[src/rtl/core/i2cs_pkg.sv]
// ----------------------------------------------------------------------------
// i2cs_pkg
// Shared types and constants for the I2C write-then-read sequencer.
// ----------------------------------------------------------------------------
package i2cs_pkg;

  // Default write buffer depth
  localparam int BUFFER_DEPTH = 16;

  // Highest number of bytes a single transaction reads
  localparam logic [4:0] READ_LIMIT = 5'd16;

  // Field widths
  localparam int MODE_W  = 2;
  localparam int ADDR_W  = 7;
  localparam int COUNT_W = 5;
  localparam int LIDX_W  = 4;
  localparam int BYTE_W  = 8;
  localparam int CMD_W   = 3;
  localparam int RIDX_W  = 4;
  localparam int STAT_W  = 2;

  // Request kinds
  typedef enum logic [MODE_W-1:0] {
    MODE_LOAD  = 2'd0,
    MODE_BEGIN = 2'd1,
    MODE_DONE  = 2'd2
  } mode_e;

  // Commands to the bus engine
  typedef enum logic [CMD_W-1:0] {
    CMD_NONE    = 3'd0,
    CMD_START   = 3'd1,
    CMD_TX      = 3'd2,
    CMD_RESTART = 3'd3,
    CMD_STOP    = 3'd4,
    CMD_RX      = 3'd5,
    CMD_ACK     = 3'd6,
    CMD_NACK    = 3'd7
  } cmd_e;

  // Reported status
  typedef enum logic [STAT_W-1:0] {
    STATUS_IDLE  = 2'd0,
    STATUS_BUSY  = 2'd1,
    STATUS_ERROR = 2'd2
  } status_e;

  // Transaction phase
  typedef enum logic [3:0] {
    PH_IDLE    = 4'd0,
    PH_START   = 4'd1,
    PH_WRITE   = 4'd2,
    PH_READ    = 4'd3,
    PH_RESTART = 4'd4,
    PH_ACK     = 4'd5,
    PH_NACK    = 4'd6,
    PH_STOP    = 4'd7,
    PH_ERROR   = 4'd8
  } phase_e;

  // One request item
  typedef struct packed {
    logic [MODE_W-1:0]  mode;
    logic [ADDR_W-1:0]  slave_address;
    logic [COUNT_W-1:0] write_count;
    logic [COUNT_W-1:0] read_count;
    logic [LIDX_W-1:0]  load_index;
    logic [BYTE_W-1:0]  load_byte;
    logic               ack_missing;
    logic [BYTE_W-1:0]  received_byte;
  } item_t;

  // One result item
  typedef struct packed {
    cmd_e              bus_command;
    logic [BYTE_W-1:0] tx_byte;
    logic              rx_valid;
    logic [BYTE_W-1:0] rx_byte;
    logic [RIDX_W-1:0] rx_index;
    status_e           status;
  } rsp_t;

  // Write buffer store request
  typedef struct packed {
    logic              en;
    logic [LIDX_W-1:0] idx;
    logic [BYTE_W-1:0] data;
  } wbuf_wr_t;

endpackage

[src/rtl/core/i2cs_if.sv]
// ----------------------------------------------------------------------------
// i2cs_if
// Valid/ready channels for requests and results of the I2C sequencer.
// ----------------------------------------------------------------------------
interface i2cs_req_if;
  logic                           valid;
  logic                           ready;
  logic [i2cs_pkg::MODE_W-1:0]    mode;
  logic [i2cs_pkg::ADDR_W-1:0]    slave_address;
  logic [i2cs_pkg::COUNT_W-1:0]   write_count;
  logic [i2cs_pkg::COUNT_W-1:0]   read_count;
  logic [i2cs_pkg::LIDX_W-1:0]    load_index;
  logic [i2cs_pkg::BYTE_W-1:0]    load_byte;
  logic                           ack_missing;
  logic [i2cs_pkg::BYTE_W-1:0]    received_byte;

  modport source (
    output valid, mode, slave_address, write_count, read_count,
           load_index, load_byte, ack_missing, received_byte,
    input  ready
  );
  modport sink (
    input  valid, mode, slave_address, write_count, read_count,
           load_index, load_byte, ack_missing, received_byte,
    output ready
  );
endinterface

interface i2cs_rsp_if;
  logic                          valid;
  logic                          ready;
  logic [i2cs_pkg::CMD_W-1:0]    bus_command;
  logic [i2cs_pkg::BYTE_W-1:0]   tx_byte;
  logic                          rx_valid;
  logic [i2cs_pkg::BYTE_W-1:0]   rx_byte;
  logic [i2cs_pkg::RIDX_W-1:0]   rx_index;
  logic [i2cs_pkg::STAT_W-1:0]   status;

  modport source (
    output valid, bus_command, tx_byte, rx_valid, rx_byte, rx_index, status,
    input  ready
  );
  modport sink (
    input  valid, bus_command, tx_byte, rx_valid, rx_byte, rx_index, status,
    output ready
  );
endinterface

[src/rtl/core/i2cs_wbuf.sv]
// ----------------------------------------------------------------------------
// i2cs_wbuf
// Write data buffer: register file with one store port and one read port.
// ----------------------------------------------------------------------------
module i2cs_wbuf #(
  parameter int BufferDepth = i2cs_pkg::BUFFER_DEPTH
) (
  input  logic                          clk_i,
  input  i2cs_pkg::wbuf_wr_t            wr_i,
  input  logic [i2cs_pkg::COUNT_W-1:0]  rd_addr_i,
  output logic [i2cs_pkg::BYTE_W-1:0]   rd_data_o
);

  // Only indexes reachable by the load index are ever stored
  localparam int LoadSpan   = 1 << i2cs_pkg::LIDX_W;
  localparam int StoreDepth = (BufferDepth < LoadSpan) ? BufferDepth : LoadSpan;
  localparam int IdxW       = (StoreDepth > 1) ? $clog2(StoreDepth) : 1;

  logic [i2cs_pkg::BYTE_W-1:0] mem_q [StoreDepth];
  logic                        wr_ok;

  // Drop loads beyond the buffer depth
  assign wr_ok = wr_i.en && (int'(wr_i.idx) < BufferDepth);

  // Store the loaded byte
  always_ff @(posedge clk_i) begin
    if (wr_ok) begin
      mem_q[wr_i.idx[IdxW-1:0]] <= wr_i.data;
    end
  end

  // Read the byte at the current write position
  assign rd_data_o = mem_q[rd_addr_i[IdxW-1:0]];

endmodule

[src/rtl/core/i2cs_fsm.sv]
// ----------------------------------------------------------------------------
// i2cs_fsm
// Transaction state machine: takes one request per step and forms its result.
// ----------------------------------------------------------------------------
module i2cs_fsm #(
  parameter int BufferDepth = i2cs_pkg::BUFFER_DEPTH
) (
  input  logic                          clk_i,
  input  logic                          rst_ni,
  input  logic                          step_i,
  input  i2cs_pkg::item_t               item_i,
  input  logic [i2cs_pkg::BYTE_W-1:0]   rd_data_i,
  output logic [i2cs_pkg::COUNT_W-1:0]  rd_addr_o,
  output i2cs_pkg::wbuf_wr_t            wr_o,
  output i2cs_pkg::rsp_t                rsp_o
);

  // Largest write count the buffer allows
  localparam int CountMax = (1 << i2cs_pkg::COUNT_W) - 1;
  localparam logic [i2cs_pkg::COUNT_W-1:0] WriteCap =
    i2cs_pkg::COUNT_W'((BufferDepth > CountMax) ? CountMax : BufferDepth);

  i2cs_pkg::phase_e               phase_q, phase_d;
  logic [i2cs_pkg::COUNT_W-1:0]   wpos_q, wpos_d;
  logic [i2cs_pkg::COUNT_W-1:0]   rpos_q, rpos_d;
  logic [i2cs_pkg::ADDR_W-1:0]    addr_q, addr_d;
  logic [i2cs_pkg::COUNT_W-1:0]   btw_q, btw_d;
  logic [i2cs_pkg::COUNT_W-1:0]   btr_q, btr_d;
  logic [i2cs_pkg::COUNT_W-1:0]   rpos_inc;

  // Hold state between steps
  always_ff @(posedge clk_i or negedge rst_ni) begin
    if (!rst_ni) begin
      phase_q <= i2cs_pkg::PH_IDLE;
      wpos_q  <= '0;
      rpos_q  <= '0;
      addr_q  <= '0;
      btw_q   <= '0;
      btr_q   <= '0;
    end else if (step_i) begin
      phase_q <= phase_d;
      wpos_q  <= wpos_d;
      rpos_q  <= rpos_d;
      addr_q  <= addr_d;
      btw_q   <= btw_d;
      btr_q   <= btr_d;
    end
  end

  assign rd_addr_o = wpos_q;
  assign rpos_inc  = rpos_q + 1'b1;

  // Route loads to the write buffer
  always_comb begin
    wr_o.en   = step_i && (item_i.mode == i2cs_pkg::MODE_LOAD);
    wr_o.idx  = item_i.load_index;
    wr_o.data = item_i.load_byte;
  end

  // Next state and result
  always_comb begin
    phase_d = phase_q;
    wpos_d  = wpos_q;
    rpos_d  = rpos_q;
    addr_d  = addr_q;
    btw_d   = btw_q;
    btr_d   = btr_q;

    rsp_o             = '0;
    rsp_o.bus_command = i2cs_pkg::CMD_NONE;

    unique case (item_i.mode)
      i2cs_pkg::MODE_LOAD: begin
        // store handled by the buffer port
      end
      i2cs_pkg::MODE_BEGIN: begin
        if (phase_q == i2cs_pkg::PH_IDLE || phase_q == i2cs_pkg::PH_ERROR) begin
          addr_d  = item_i.slave_address;
          btw_d   = (item_i.write_count > WriteCap) ? WriteCap : item_i.write_count;
          btr_d   = (item_i.read_count > i2cs_pkg::READ_LIMIT) ?
                    i2cs_pkg::READ_LIMIT : item_i.read_count;
          phase_d = i2cs_pkg::PH_START;
          rsp_o.bus_command = i2cs_pkg::CMD_START;
        end
      end
      i2cs_pkg::MODE_DONE: begin
        unique case (phase_q)
          i2cs_pkg::PH_START: begin
            wpos_d = '0;
            rpos_d = '0;
            rsp_o.bus_command = i2cs_pkg::CMD_TX;
            // Write-first or probe sends the write address
            if (btw_q != '0 || btr_q == '0) begin
              phase_d       = i2cs_pkg::PH_WRITE;
              rsp_o.tx_byte = {addr_q, 1'b0};
            end else begin
              phase_d       = i2cs_pkg::PH_ACK;
              rsp_o.tx_byte = {addr_q, 1'b1};
            end
          end
          i2cs_pkg::PH_WRITE: begin
            if (item_i.ack_missing) begin
              phase_d = i2cs_pkg::PH_ERROR;
            end else if (wpos_q < btw_q) begin
              rsp_o.bus_command = i2cs_pkg::CMD_TX;
              rsp_o.tx_byte     = rd_data_i;
              wpos_d            = wpos_q + 1'b1;
            end else if (btr_q != '0) begin
              phase_d           = i2cs_pkg::PH_RESTART;
              rsp_o.bus_command = i2cs_pkg::CMD_RESTART;
            end else begin
              phase_d           = i2cs_pkg::PH_STOP;
              rsp_o.bus_command = i2cs_pkg::CMD_STOP;
            end
          end
          i2cs_pkg::PH_RESTART: begin
            phase_d           = i2cs_pkg::PH_ACK;
            rsp_o.bus_command = i2cs_pkg::CMD_TX;
            rsp_o.tx_byte     = {addr_q, 1'b1};
          end
          i2cs_pkg::PH_ACK: begin
            phase_d           = i2cs_pkg::PH_READ;
            rsp_o.bus_command = i2cs_pkg::CMD_RX;
          end
          i2cs_pkg::PH_READ: begin
            rsp_o.rx_valid = 1'b1;
            rsp_o.rx_byte  = item_i.received_byte;
            rsp_o.rx_index = rpos_q[i2cs_pkg::RIDX_W-1:0];
            rpos_d         = rpos_inc;
            // NACK the last byte, ACK the others
            if (rpos_inc >= btr_q) begin
              phase_d           = i2cs_pkg::PH_NACK;
              rsp_o.bus_command = i2cs_pkg::CMD_NACK;
            end else begin
              phase_d           = i2cs_pkg::PH_ACK;
              rsp_o.bus_command = i2cs_pkg::CMD_ACK;
            end
          end
          i2cs_pkg::PH_NACK: begin
            phase_d           = i2cs_pkg::PH_STOP;
            rsp_o.bus_command = i2cs_pkg::CMD_STOP;
          end
          i2cs_pkg::PH_STOP: begin
            phase_d = i2cs_pkg::PH_IDLE;
          end
          default: begin
            // completion while idle or in error
            phase_d = i2cs_pkg::PH_ERROR;
          end
        endcase
      end
      default: begin
        // unused mode: no effect
      end
    endcase

    // Status after the step
    unique case (phase_d)
      i2cs_pkg::PH_IDLE:  rsp_o.status = i2cs_pkg::STATUS_IDLE;
      i2cs_pkg::PH_ERROR: rsp_o.status = i2cs_pkg::STATUS_ERROR;
      default:            rsp_o.status = i2cs_pkg::STATUS_BUSY;
    endcase
  end

endmodule

[src/rtl/core/i2c_master_write_read_sequencer.sv]
// ----------------------------------------------------------------------------
// i2c_master_write_read_sequencer
// Top level: input register, transaction state machine, result register.
// ----------------------------------------------------------------------------
// Every request (load a byte, begin a transaction, or report a finished bus
// operation) yields exactly one result carrying the next bus command, any
// byte to transmit, any received byte with its index, and the status after
// the request. One request is taken per clock cycle while the result channel
// is not stalled; a request goes into an input register, the state machine
// handles it from there, and its result is held in the result register.
// The single state update per request in the state machine sets this rate.
// The write buffer is a register file of min(BufferDepth, 16) bytes read at
// the current write position.
module i2c_master_write_read_sequencer #(
  parameter int BufferDepth = i2cs_pkg::BUFFER_DEPTH
) (
  input  logic              clk_i,
  input  logic              rst_ni,
  i2cs_req_if.sink          req_i,
  i2cs_rsp_if.source        rsp_o
);

  logic                          in_valid_q;
  i2cs_pkg::item_t               in_q;
  logic                          out_valid_q;
  i2cs_pkg::rsp_t                out_q;
  logic                          advance;
  logic                          accept;
  i2cs_pkg::item_t               req_item;
  i2cs_pkg::rsp_t                fsm_rsp;
  i2cs_pkg::wbuf_wr_t            wbuf_wr;
  logic [i2cs_pkg::COUNT_W-1:0]  wbuf_addr;
  logic [i2cs_pkg::BYTE_W-1:0]   wbuf_data;

  // Gather the request payload
  always_comb begin
    req_item.mode          = req_i.mode;
    req_item.slave_address = req_i.slave_address;
    req_item.write_count   = req_i.write_count;
    req_item.read_count    = req_i.read_count;
    req_item.load_index    = req_i.load_index;
    req_item.load_byte     = req_i.load_byte;
    req_item.ack_missing   = req_i.ack_missing;
    req_item.received_byte = req_i.received_byte;
  end

  // Advance when the result register is free or being drained
  assign advance     = in_valid_q && (!out_valid_q || rsp_o.ready);
  assign req_i.ready = !in_valid_q || advance;
  assign accept      = req_i.valid && req_i.ready;

  // Input register
  always_ff @(posedge clk_i or negedge rst_ni) begin
    if (!rst_ni) begin
      in_valid_q <= 1'b0;
    end else if (accept) begin
      in_valid_q <= 1'b1;
    end else if (advance) begin
      in_valid_q <= 1'b0;
    end
  end

  always_ff @(posedge clk_i) begin
    if (accept) begin
      in_q <= req_item;
    end
  end

  i2cs_wbuf #(
    .BufferDepth (BufferDepth)
  ) u_wbuf (
    .clk_i     (clk_i),
    .wr_i      (wbuf_wr),
    .rd_addr_i (wbuf_addr),
    .rd_data_o (wbuf_data)
  );

  i2cs_fsm #(
    .BufferDepth (BufferDepth)
  ) u_fsm (
    .clk_i     (clk_i),
    .rst_ni    (rst_ni),
    .step_i    (advance),
    .item_i    (in_q),
    .rd_data_i (wbuf_data),
    .rd_addr_o (wbuf_addr),
    .wr_o      (wbuf_wr),
    .rsp_o     (fsm_rsp)
  );

  // Result register
  always_ff @(posedge clk_i or negedge rst_ni) begin
    if (!rst_ni) begin
      out_valid_q <= 1'b0;
    end else if (advance) begin
      out_valid_q <= 1'b1;
    end else if (rsp_o.ready) begin
      out_valid_q <= 1'b0;
    end
  end

  always_ff @(posedge clk_i) begin
    if (advance) begin
      out_q <= fsm_rsp;
    end
  end

  // Drive the result channel
  assign rsp_o.valid       = out_valid_q;
  assign rsp_o.bus_command = out_q.bus_command;
  assign rsp_o.tx_byte     = out_q.tx_byte;
  assign rsp_o.rx_valid    = out_q.rx_valid;
  assign rsp_o.rx_byte     = out_q.rx_byte;
  assign rsp_o.rx_index    = out_q.rx_index;
  assign rsp_o.status      = out_q.status;

endmodule

[src/flat_wrapper.sv]
// flat-port wrapper written by rule: the top's interface ports become plain ports
module i2c_master_write_read_sequencer_flat 
#(
  parameter int BufferDepth = i2cs_pkg::BUFFER_DEPTH
)
  (clk_i, rst_ni, req_i_valid, req_i_mode, req_i_slave_address, req_i_write_count, req_i_read_count, req_i_load_index, req_i_load_byte, req_i_ack_missing, req_i_received_byte, req_i_ready, rsp_o_valid, rsp_o_bus_command, rsp_o_tx_byte, rsp_o_rx_valid, rsp_o_rx_byte, rsp_o_rx_index, rsp_o_status, rsp_o_ready);
  i2cs_req_if req_i_i ();
  i2cs_rsp_if rsp_o_i ();
  input  logic clk_i;
  input  logic rst_ni;
  input wire logic [$bits(req_i_i.valid)-1:0] req_i_valid;
  input wire logic [$bits(req_i_i.mode)-1:0] req_i_mode;
  input wire logic [$bits(req_i_i.slave_address)-1:0] req_i_slave_address;
  input wire logic [$bits(req_i_i.write_count)-1:0] req_i_write_count;
  input wire logic [$bits(req_i_i.read_count)-1:0] req_i_read_count;
  input wire logic [$bits(req_i_i.load_index)-1:0] req_i_load_index;
  input wire logic [$bits(req_i_i.load_byte)-1:0] req_i_load_byte;
  input wire logic [$bits(req_i_i.ack_missing)-1:0] req_i_ack_missing;
  input wire logic [$bits(req_i_i.received_byte)-1:0] req_i_received_byte;
  output wire logic [$bits(req_i_i.ready)-1:0] req_i_ready;
  output wire logic [$bits(rsp_o_i.valid)-1:0] rsp_o_valid;
  output wire logic [$bits(rsp_o_i.bus_command)-1:0] rsp_o_bus_command;
  output wire logic [$bits(rsp_o_i.tx_byte)-1:0] rsp_o_tx_byte;
  output wire logic [$bits(rsp_o_i.rx_valid)-1:0] rsp_o_rx_valid;
  output wire logic [$bits(rsp_o_i.rx_byte)-1:0] rsp_o_rx_byte;
  output wire logic [$bits(rsp_o_i.rx_index)-1:0] rsp_o_rx_index;
  output wire logic [$bits(rsp_o_i.status)-1:0] rsp_o_status;
  input wire logic [$bits(rsp_o_i.ready)-1:0] rsp_o_ready;
  assign req_i_i.valid = req_i_valid;
  assign req_i_i.mode = req_i_mode;
  assign req_i_i.slave_address = req_i_slave_address;
  assign req_i_i.write_count = req_i_write_count;
  assign req_i_i.read_count = req_i_read_count;
  assign req_i_i.load_index = req_i_load_index;
  assign req_i_i.load_byte = req_i_load_byte;
  assign req_i_i.ack_missing = req_i_ack_missing;
  assign req_i_i.received_byte = req_i_received_byte;
  assign req_i_ready = req_i_i.ready;
  assign rsp_o_valid = rsp_o_i.valid;
  assign rsp_o_bus_command = rsp_o_i.bus_command;
  assign rsp_o_tx_byte = rsp_o_i.tx_byte;
  assign rsp_o_rx_valid = rsp_o_i.rx_valid;
  assign rsp_o_rx_byte = rsp_o_i.rx_byte;
  assign rsp_o_rx_index = rsp_o_i.rx_index;
  assign rsp_o_status = rsp_o_i.status;
  assign rsp_o_i.ready = rsp_o_ready;
  i2c_master_write_read_sequencer #(.BufferDepth(BufferDepth)) u_core (.clk_i(clk_i), .rst_ni(rst_ni), .req_i(req_i_i), .rsp_o(rsp_o_i));
endmodule
[config.mk]
export PLATFORM = sky130hd
export DESIGN_NAME = i2c_master_write_read_sequencer_flat
export DESIGN_NICKNAME = d
export VERILOG_FILES = /design/src/rtl/core/i2cs_pkg.sv /design/src/rtl/core/i2cs_if.sv /design/src/rtl/core/i2cs_wbuf.sv /design/src/rtl/core/i2cs_fsm.sv /design/src/rtl/core/i2c_master_write_read_sequencer.sv /design/src/flat_wrapper.sv
export SDC_FILE = /design/constraint.sdc
export NUM_CORES = 1
export LEC_CHECK = 0
export BUFFER_PORTS_ARGS = -buffer_cell sky130_fd_sc_hd__buf_2
export CAP_MARGIN = 20
export CELL_PAD_IN_SITES_DETAIL_PLACEMENT = 0
export CELL_PAD_IN_SITES_GLOBAL_PLACEMENT = 1
export CORE_MARGIN = 4
export CORE_UTILIZATION = 25
export DETAILED_ROUTE_END_ITERATION = 8
export PLACE_DENSITY_LB_ADDON = 0.1
export REMOVE_ABC_BUFFERS = 1
export SKIP_LAST_GASP = 1
export SLEW_MARGIN = 20
export SYNTH_ARGS = -nofsm -noshare
export SYNTH_HDL_FRONTEND = slang
export SYNTH_SLANG_ARGS = --single-unit
[constraint.sdc]
create_clock -name clk_i -period 3.4 [get_ports clk_i]
set_input_delay 0.51 -clock clk_i [delete_from_list [all_inputs] [get_ports clk_i]]
set_output_delay 0.51 -clock clk_i [all_outputs]
set_load 0.02 [all_outputs]
# Word level (Yosys, flattened, before mapping)
# Memories as Yosys holds them, arrays and structs flattened.
# Index checks and enable logic that the tools add are counted.
# classes
addsub,2
magnitude_cmp,4
eq_ne,13
n_mux,32
reduce_logical,24
# ops
op,n
one-hot mux 4 bit (7 select lines),1
one-hot mux 8 bit (3 select lines),1
2-to-1 mux 5 bit,4
one-hot mux 5 bit (2 select lines),2
== test 4 x 3 -> 1 bit (second input constant),4
one-hot mux 3 bit (5 select lines),1
2-to-1 mux 13 bit,1
2-to-1 mux 4 bit,3
2-to-1 mux 11 bit,1
adder 5 x 1 -> 5 bit (second input constant),2
greater-than comparator 5 bit (second input constant),2
nonzero test 5 bit,2
2-to-1 mux 1 bit,9
2-to-1 mux 3 bit,3
== test 4 x 2 -> 1 bit (second input constant),2
== test 4 bit (second input constant),2
logical NOT 4 bit,2
2-to-1 mux 8 bit,1
one-hot mux 4 bit (2 select lines),1
nonzero test 2 bit,4
one-hot mux 3 bit (2 select lines),1
AND reduction 3 bit,2
>= comparator 5 bit,1
logical NOT 5 bit,1
other kinds (14),22
# totals
reg_bits,99
ram_bits,128
output_inout_bits,28
wordCells,98
n_memories,1
# mem_list
name,words,word_bits,rd,rd_ports_with_merged_regs,write_ports,line_no,rtl
u_core.u_wbuf.mem_q,16,8,1,0,1,i2cs_wbuf.sv:19,logic [i2cs_pkg::BYTE_W-1:0] mem_q [StoreDepth];

# Logic depth before layout (Yosys ltp)
# Gate-level depths: netlist of run 1.
# depth
ltp_word,8
mapped_depth,9
ltp_nobuf,9

# Cells and area by module
# A second synthesis of run 1 with hierarchy kept.
# unflattened
hier_cells,573
area_unflattened_um2,9402.8
# modules_own_cells
module,n_inst,cells_per_inst,area_per_inst_um2,seq_area_each_um2
i2cs_wbuf,1,221,4987.3,3843.7
i2cs_fsm,1,278,2329.7,775.7
i2c_master_write_read_sequencer,1,74,2085.8,2031.9

# Least setup slack after synthesis of run 1
# Ideal clock, no wire load.
# synth_path
path_kind,input to register
from,input rsp_o_ready
to,memory u_core.u_wbuf.mem_q[3][0] (netlist bit) (enable)
setup_time_ns,0.383
arrival_ns,2.704
required_time_ns,3.017
setup_slack_ns,0.313
cell_stages,6
cell_sequence,nand2b_1 > nand2_1 > inv_1 > buf_1 > nand4_1 > nor3_1
# synth_via
elab_chain_len,5
# synth_lines
item,line_no,rtl
"start, declared",flat_wrapper.sv:28,input wire logic [$bits(rsp_o_i.ready)-1:0] rsp_o_ready;
logical OR 1 bit,i2c_master_write_read_sequencer.sv:48,assign advance = in_valid_q && (!out_valid_q || rsp_o.ready);
logical AND 1 bit,i2c_master_write_read_sequencer.sv:48,
net u_core.advance,i2c_master_write_read_sequencer.sv:27,logic advance;
logical AND 1 bit,i2cs_fsm.sv:55,wr_o.en = step_i && (item_i.mode == i2cs_pkg::MODE_LOAD);
2-to-1 mux 1 bit,i2cs_wbuf.sv:27,if (wr_ok) begin
2-to-1 mux 1 bit (not written as such),i2cs_wbuf.sv:28,mem_q[wr_i.idx[IdxW-1:0]] <= wr_i.data;
"end, declared",i2cs_wbuf.sv:19,
# The timed path passes the listed nets, and every way through them passes these cells.

==> flow_summary.ini, run 1 <==
[clock_tree]
htree_levels = 1
cts_sinks = 227
post-cts-setup-buffer-count = 0
cts.clk_slew.worst_paths_ns = 0.06
ctsHoldBuffers = 0
cts_resized = 0
tritoncts = done
numCtsBuffers = 26
clock_latency_ns = 0.54
cts_max_path_buffers = 3
clock-root-buffer = clkbuf_16

[synthesis]
synth-seq-cells = 227
yosys_warnings = 0
synthArstFlopShare_pct = 14.54
yosysSeqAreaShare_pct = 72.63
netlist_top_cells_count = edfxtp_1, mux4_2, nand2_1
synth_cell_type_count = 51
synth_edf_count = 194
synth_area_leader_cell = edfxtp_1
synthFlopType = edfxtp_1
yosysMostFrequentCell = edfxtp_1
netlist_area_um2 = 9158
synthCells = 537
avgSynthCellArea_um2 = 17.05
synth_top_area_share_pct = 63.62
yosys-top-cells-area = edfxtp_1, mux4_2, dfrtp_1

[drt]
vias_per_cell = 4.414
vias = 4957
dr.pass1.iters = 6
wl_um = 22170
drc = 0
ant_nets = 0
routedWlPerCell_um = 19.75
drt_first_iter_violations = 307

[timing]
slew_viol_final = 0
rsz0062_at_grt = false
max_freq_ghz = 0.3534
hold_viol_final = 0
tns_ns = 0
slew_headroom_pct = 42.28
setup_ws_ns = 0.5700
skew_ns = 0.02159
setup_viol = 0
worstMarginPinSlew_ns = 0.8649
final.min_clock_period_ns = 2.830
fin_crit_sh_pct = 83.23

[power_and_ir_drop]
power_mw = 7.203
p_per_area_nw_per_um2 = 649.5
peakVddDrop_uv = 347.6
p_leak_nw = 3.911

[placed_design]
portBuffers = 71
gp_congestion = 0.7613
dp.cells = 1075
dp_slack_ns = 0.5634
dpl.hpwl_um = 14680

[finish]
drive_gt1_share_pct = 29.31
layout.cells.non_filler = 1123
area_growth_pct = 21.10
seq_area_um2 = 6653
nets = 700
diodes = 0
multiInputGateArea_um2 = 2338
fillers = 3503

[worst_setup_path]
worstSetupEndpointType = flop
reg2reg_depth = 9
critical_path_class = reg -> reg
cp_max_fo = 6
crit_path_frequent_cell = ha_1
crit_start = u_core.u_fsm.rpos_q[0]$_DFFE_PN0P_
r2r_end = u_core.rsp_o.status[0]$_DFFE_PP_
critPathRequiredTime_ns = 3.66
reg2reg_slack_ns = 0.57
slowest_delay_ns = 0.49
cp-start-kind = flop
cp-endpoint = u_core.rsp_o.status[0]$_DFFE_PP_
path_cells = ha_1, xor2_1, ha_1, a21o_1, a31oi_1, o21ai_0, nor2b_1, a211o_1, or4_1
crit_slowest_cell = or4_1
worstReg2RegStart = u_core.u_fsm.rpos_q[0]$_DFFE_PN0P_
cp.arrival_ns = 3.09

[grt]
grt_pass1_vias = 5281
track_usage_pct = 11.18
antenna_found_initial = 0
grt_pass1_wl_um = 33220
grt_overflow = 0
grt_max_degree = 38

[die]
rows = 69
die_area_um2 = 39760
ios = 72
fp.dieH_um = 199.4
start_util_pct = 25.56
design.core.area_um2 = 35830
die-width_um = 199.4

[status]
status = complete, no violations

[run]
drv_cap = 0

[worst_hold_path]
hp-class = in -> async
## worst max-delay path, delay by kind of cell, from the launching register on
family	cells	cell delay, ns
AOI/OAI and AO/OA	4	0.72
xor gates and xnor gates	1	0.16
and+or+nand+nor	2	0.66
adders and majority gates	2	0.59
DFF	1	0.44
## logic make-up after synthesis
family / after synthesis / synth area share [%]
simple gates: 138 / 7.638
buf+inv: 43 / 1.844
fa+ha+maj: 14 / 1.913
flops: 227 / 72.63
xor+xnor: 6 / 0.5738
compound gates: 56 / 3.976
mux: 53 / 11.42
## how the worst min path moves through the flow
stage / startpoint / endpoint / slack [ns] / cells after the start
3_5_place_dp: u_core.in_q[34]$_DFFE_PP_ / u_core.u_fsm.addr_q[3]$_DFFE_PN0P_ / 0.47 / 1
5_1_grt: req_i_write_count[0] / u_core.in_q[26]$_DFFE_PP_ / 0.10 / 1
6_report: rst_ni / u_core.u_fsm.btw_q[3]$_DFFE_PN0P_ / 0.07 / 1
3_3_place_gp: u_core.in_q[37]$_DFFE_PP_ / u_core.u_fsm.addr_q[6]$_DFFE_PN0P_ / 0.47 / 1
4_1_cts: rst_ni / u_core.u_fsm.btw_q[4]$_DFFE_PN0P_ / 0.08 / 1
2_1_floorplan: rst_ni / u_core.in_valid_q$_DFFE_PN0P_ / 0.21 / 0
## through the flow
step / hold slack [ns] / utilization [%] / instance area (um2)
detailed placement: 0.4688 / 28.53 / 10220
finish: 0.07191 / 30.95 / 11090
global placement: 0.4690 / 28.53 / 10220
floorplan: 0.2144 / - / 9071
global route: 0.1029 / 30.95 / 11090
CTS: 0.08163 / 30.95 / 11090
## routing by layer
layer / up-vias / GRT usage [%] / routed length, um
met1: 2509 / 14.91 / 9924
met3: 41 / 2.057 / 1005
met5: - / 0 / 0
met2: 116 / 18.56 / 10510
met4: 0 / 3.623 / 736
li1: 2291 / - / -
## where the power goes
part           total, mW  switching (mW)  internal, mW
logic               1.03           0.573         0.455
registers           3.41           0.170          3.24
clock network       2.77            1.10          1.67
## flip-flops by register name (all words and copies together), names as in the netlist, 4 cells and up
register / cells
u_core.rsp_o.tx_byte: 8
u_core.in_q: 40
u_core.u_fsm.btw_q: 5
u_core.u_fsm.addr_q: 7
u_core.u_wbuf.mem_q: 128
u_core.rsp_o.rx_index: 4
u_core.u_fsm.phase_q: 4
u_core.u_fsm.rd_addr_o: 5
u_core.u_fsm.btr_q: 5
u_core.rsp_o.rx_byte: 8
u_core.u_fsm.rpos_q: 5
## cell type report
cell class,count,share of cell area (%)
Clock buffer,44,7.198
Clock inverter,4,0.6318
Inverter,22,0.7447
Multi-Input combinational cell,267,21.09
Sequential cell,227,59.99
Tap cell,461,5.201
Timing Repair Buffer,98,5.145
## layout by cell type (no fill, tap or decap), types with 6 or more instances in the layout
master     netlist  routed
a21oi_1          6       6
and2_1          16      15
buf_2            3      71
buf_4            1      26
clkbuf_1        15      10
clkbuf_16        0      26
clkbuf_8         0       8
dfrtp_1         33      32
edfxtp_1       194     194
ha_1            14      14
inv_1           22      22
mux2_2          12      12
mux4_2          40      40
nand2_1         38      38
nand2b_1        20      20
nand3_1          9       9
nor2_1          28      28
nor2b_1          6       6
nor3_1           7       7
o21ai_0         20      20
o21ai_1          6       6
Power figures use the tool's default switching activity.
==> run 2: changes to the inputs <==
--- a/config.mk
+++ b/config.mk
@@ -5,6 +5,7 @@
 export SDC_FILE = /design/constraint.sdc
 export NUM_CORES = 1
 export LEC_CHECK = 0
+export ABC_AREA = 1
 export BUFFER_PORTS_ARGS = -buffer_cell sky130_fd_sc_hd__buf_2
 export CAP_MARGIN = 20
 export CELL_PAD_IN_SITES_DETAIL_PLACEMENT = 0
==> constraint.sdc (replaced) <==
create_clock -name clk_i -period 2.9 [get_ports clk_i]
set_input_delay 0.435 -clock clk_i [delete_from_list [all_inputs] [get_ports clk_i]]
set_output_delay 0.435 -clock clk_i [all_outputs]
set_load 0.02 [all_outputs]
==> run 2 against run 1 <==
  * Worst hold slack lost 0.014 ns
  * Register-to-register slack got worse by 0.08 ns
  * Utilization shrank 0.42 points
  * Maximum frequency up 18%
  * Flip-flop and latch count stayed put
  * Critical path depth rose by 6
  * Clock skew fell by 0.0055 ns
  * Sequential power rose by 21%
==> flow_summary.ini, run 2 <==
[status]
status = complete, no violations

[finish]
utilization_pct = 30.53
drive_gt1_share_pct = 17.88
most-common-layout-cells = nand2_1, edfxtp_1, nor2_1
largest_reg_flops = 128
diodes = 0
nets = 990
layout.cells.non_filler = 1462
final_cell_area_um2 = 11500
area_growth_pct = 20.55
final_common_cell = nand2_1

[grt]
grt_overflow = 0
grt_max_degree = 40
track_usage_pct = 12.69
grt_pass1_vias = 6491
antenna_found_initial = 0
grt_pass1_wl_um = 39960

[die]
die-width_um = 203.3
rows = 71
die_area_um2 = 41350
design.core.area_um2 = 37670
ios = 72
start_util_pct = 25.33
fp.dieH_um = 203.3

[timing]
hold_viol_final = 0
finalHoldWorstSlack_ns = 0.05780
max_freq_ghz = 0.4153
tns_ns = 0
worstMarginPinSlew_ns = 0.8091
final.min_clock_period_ns = 2.408
fin_crit_sh_pct = 83.04
rsz0062_at_grt = false
setup_ws_ns = 0.4920
slew_headroom_pct = 46.06
skew_ns = 0.01605
slew_viol_final = 0
setup_viol = 0

[synthesis]
synth-seq-cells = 227
synth_area_leader_cell = edfxtp_1
synth_top_area_share_pct = 61.07
netlist_top_cells_count = nand2_1, edfxtp_1, nor2_1
synthCells = 827
yosys_warnings = 0
synth_edf_count = 194
netlist_area_um2 = 9539
yosys-top-cells-area = edfxtp_1, dfrtp_1, nand2_1
synthArstFlopShare_pct = 14.54
yosysMostFrequentCell = nand2_1
synthFlopType = edfxtp_1
avgSynthCellArea_um2 = 11.53
synth_cell_type_count = 38
yosysSeqAreaShare_pct = 69.73

[drt]
wl_um = 26220
vias = 6155
routedWlPerCell_um = 17.93
vias_per_cell = 4.210
dr.pass1.iters = 5
ant_nets = 0
drc = 0
drt_first_iter_violations = 359

[placed_design]
dp.cells = 1412
dpl.hpwl_um = 17730
dp_slack_ns = 0.4867
portBuffers = 71
gp_congestion = 0.7298
placed_cell_area_um2 = 10660

[clock_tree]
cts_max_path_buffers = 3
clock-root-buffer = clkbuf_16
htree_levels = 1
post-cts-setup-buffer-count = 0
clock_latency_ns = 0.55
numCtsBuffers = 28
cts_sinks = 227
cts.clk_slew.worst_paths_ns = 0.05
tritoncts = done

[power_and_ir_drop]
p_per_area_nw_per_um2 = 895.1
peakVddDrop_uv = 368.7
p_leak_nw = 4.460
power_mw = 10.29

[worst_setup_path]
cp_max_fo = 4
cp.arrival_ns = 2.71
critPathRequiredTime_ns = 3.20
worstSetupEndpointType = flop
cp-start-kind = flop
critical_path_class = reg -> reg

[worst_hold_path]
hp-class = in -> reg

[run]
drv_cap = 0
## run 2: cell types whose count changed after synthesis, sizes merged, moves of 15 or more
cell / before / now
nand2b: 20 / 0
buf: 6 / 21
nor2: 28 / 91
nand3: 9 / 67
a21oi: 6 / 48
mux4: 40 / 0
nand2: 38 / 200
inv: 22 / 69
and2: 16 / 0
## run 2: layout make-up
| type | instances | area, um2 |
|---|---|---|
| multi-input combinational | 503 | 2481 |
| clock buffer | 37 | 744.5 |
| clock inverter | 12 | 90.09 |
| tap | 511 | 639.4 |
| sequential | 227 | 6653 |
| timing repair buffer | 102 | 615.6 |
| fill | 3954 | 26170 |
| inverter | 70 | 276.5 |
## run 2: what timing repair did
item                      4_1_cts  5_1_grt
hold endpoints to repair       18        0
hold buffers                    1        0
resized for setup               0        0
## run 2: kinds of logic after synthesis
| family | Yosys count | synth area share [%] |
|---|---|---|
| and+or+nand+nor | 379 | 17.60 |
| DFF | 227 | 69.73 |
| AOI/OAI and AO/OA | 106 | 6.204 |
| buffers and inverters | 97 | 4.263 |
| adders and majority gates | 14 | 1.836 |
| xor gates and xnor gates | 4 | 0.3672 |
## run 2: layer usage
metal / up-vias / part of all wire, % / global-route usage (%)
met1: 2975 / 48 / 17.80
met4: 0 / 2.0 / 3.108
met3: 39 / 3.6 / 2.242
met5: - / 0 / 0
met2: 77 / 46 / 20.57
li1: 3064 / - / -
## run 2: critical path: stages (launching register included)
cell and delay (ns):
dfrtp_1 0.41, ha_1 0.24, nand3_1 0.10, xor2_1 0.20
inv_1 0.06, ha_1 0.30, nand2_1 0.08, nor2_1 0.04
o21ai_0 0.10, nand3_1 0.10, nand2_1 0.10, nand3_1 0.10
nand2_1 0.08, nand2_1 0.09, nor2_1 0.11, nand2_1 0.05
## run 2: final timing paths
path	slack [ns]	start	end	depth (start not counted)
max	0.49	u_core.u_fsm.rpos_q[0]$_DFFE_PN0P_	u_core.rsp_o.status[0]$_DFFE_PP_	15
min	0.06	req_i_load_byte[6]	u_core.in_q[15]$_DFFE_PP_	1
max reg2reg	0.49	u_core.u_fsm.rpos_q[0]$_DFFE_PN0P_	u_core.rsp_o.status[0]$_DFFE_PP_	15
min reg2reg	0.45	u_core.in_q[33]$_DFFE_PP_	u_core.u_fsm.addr_q[2]$_DFFE_PN0P_	2
max in group asynchronous	1.81	rst_ni	u_core.u_fsm.rd_addr_o[0]$_DFFE_PN0P_	2
min in group asynchronous	0.52	rst_ni	u_core.u_fsm.rpos_q[3]$_DFFE_PN0P_	2
## run 2: where the power goes
group / switching [mW] / internal, mW
Combinational: 2.01 / 0.937
Sequential: 0.247 / 3.89
Clock: 1.33 / 1.87
Total: 3.59 / 6.70
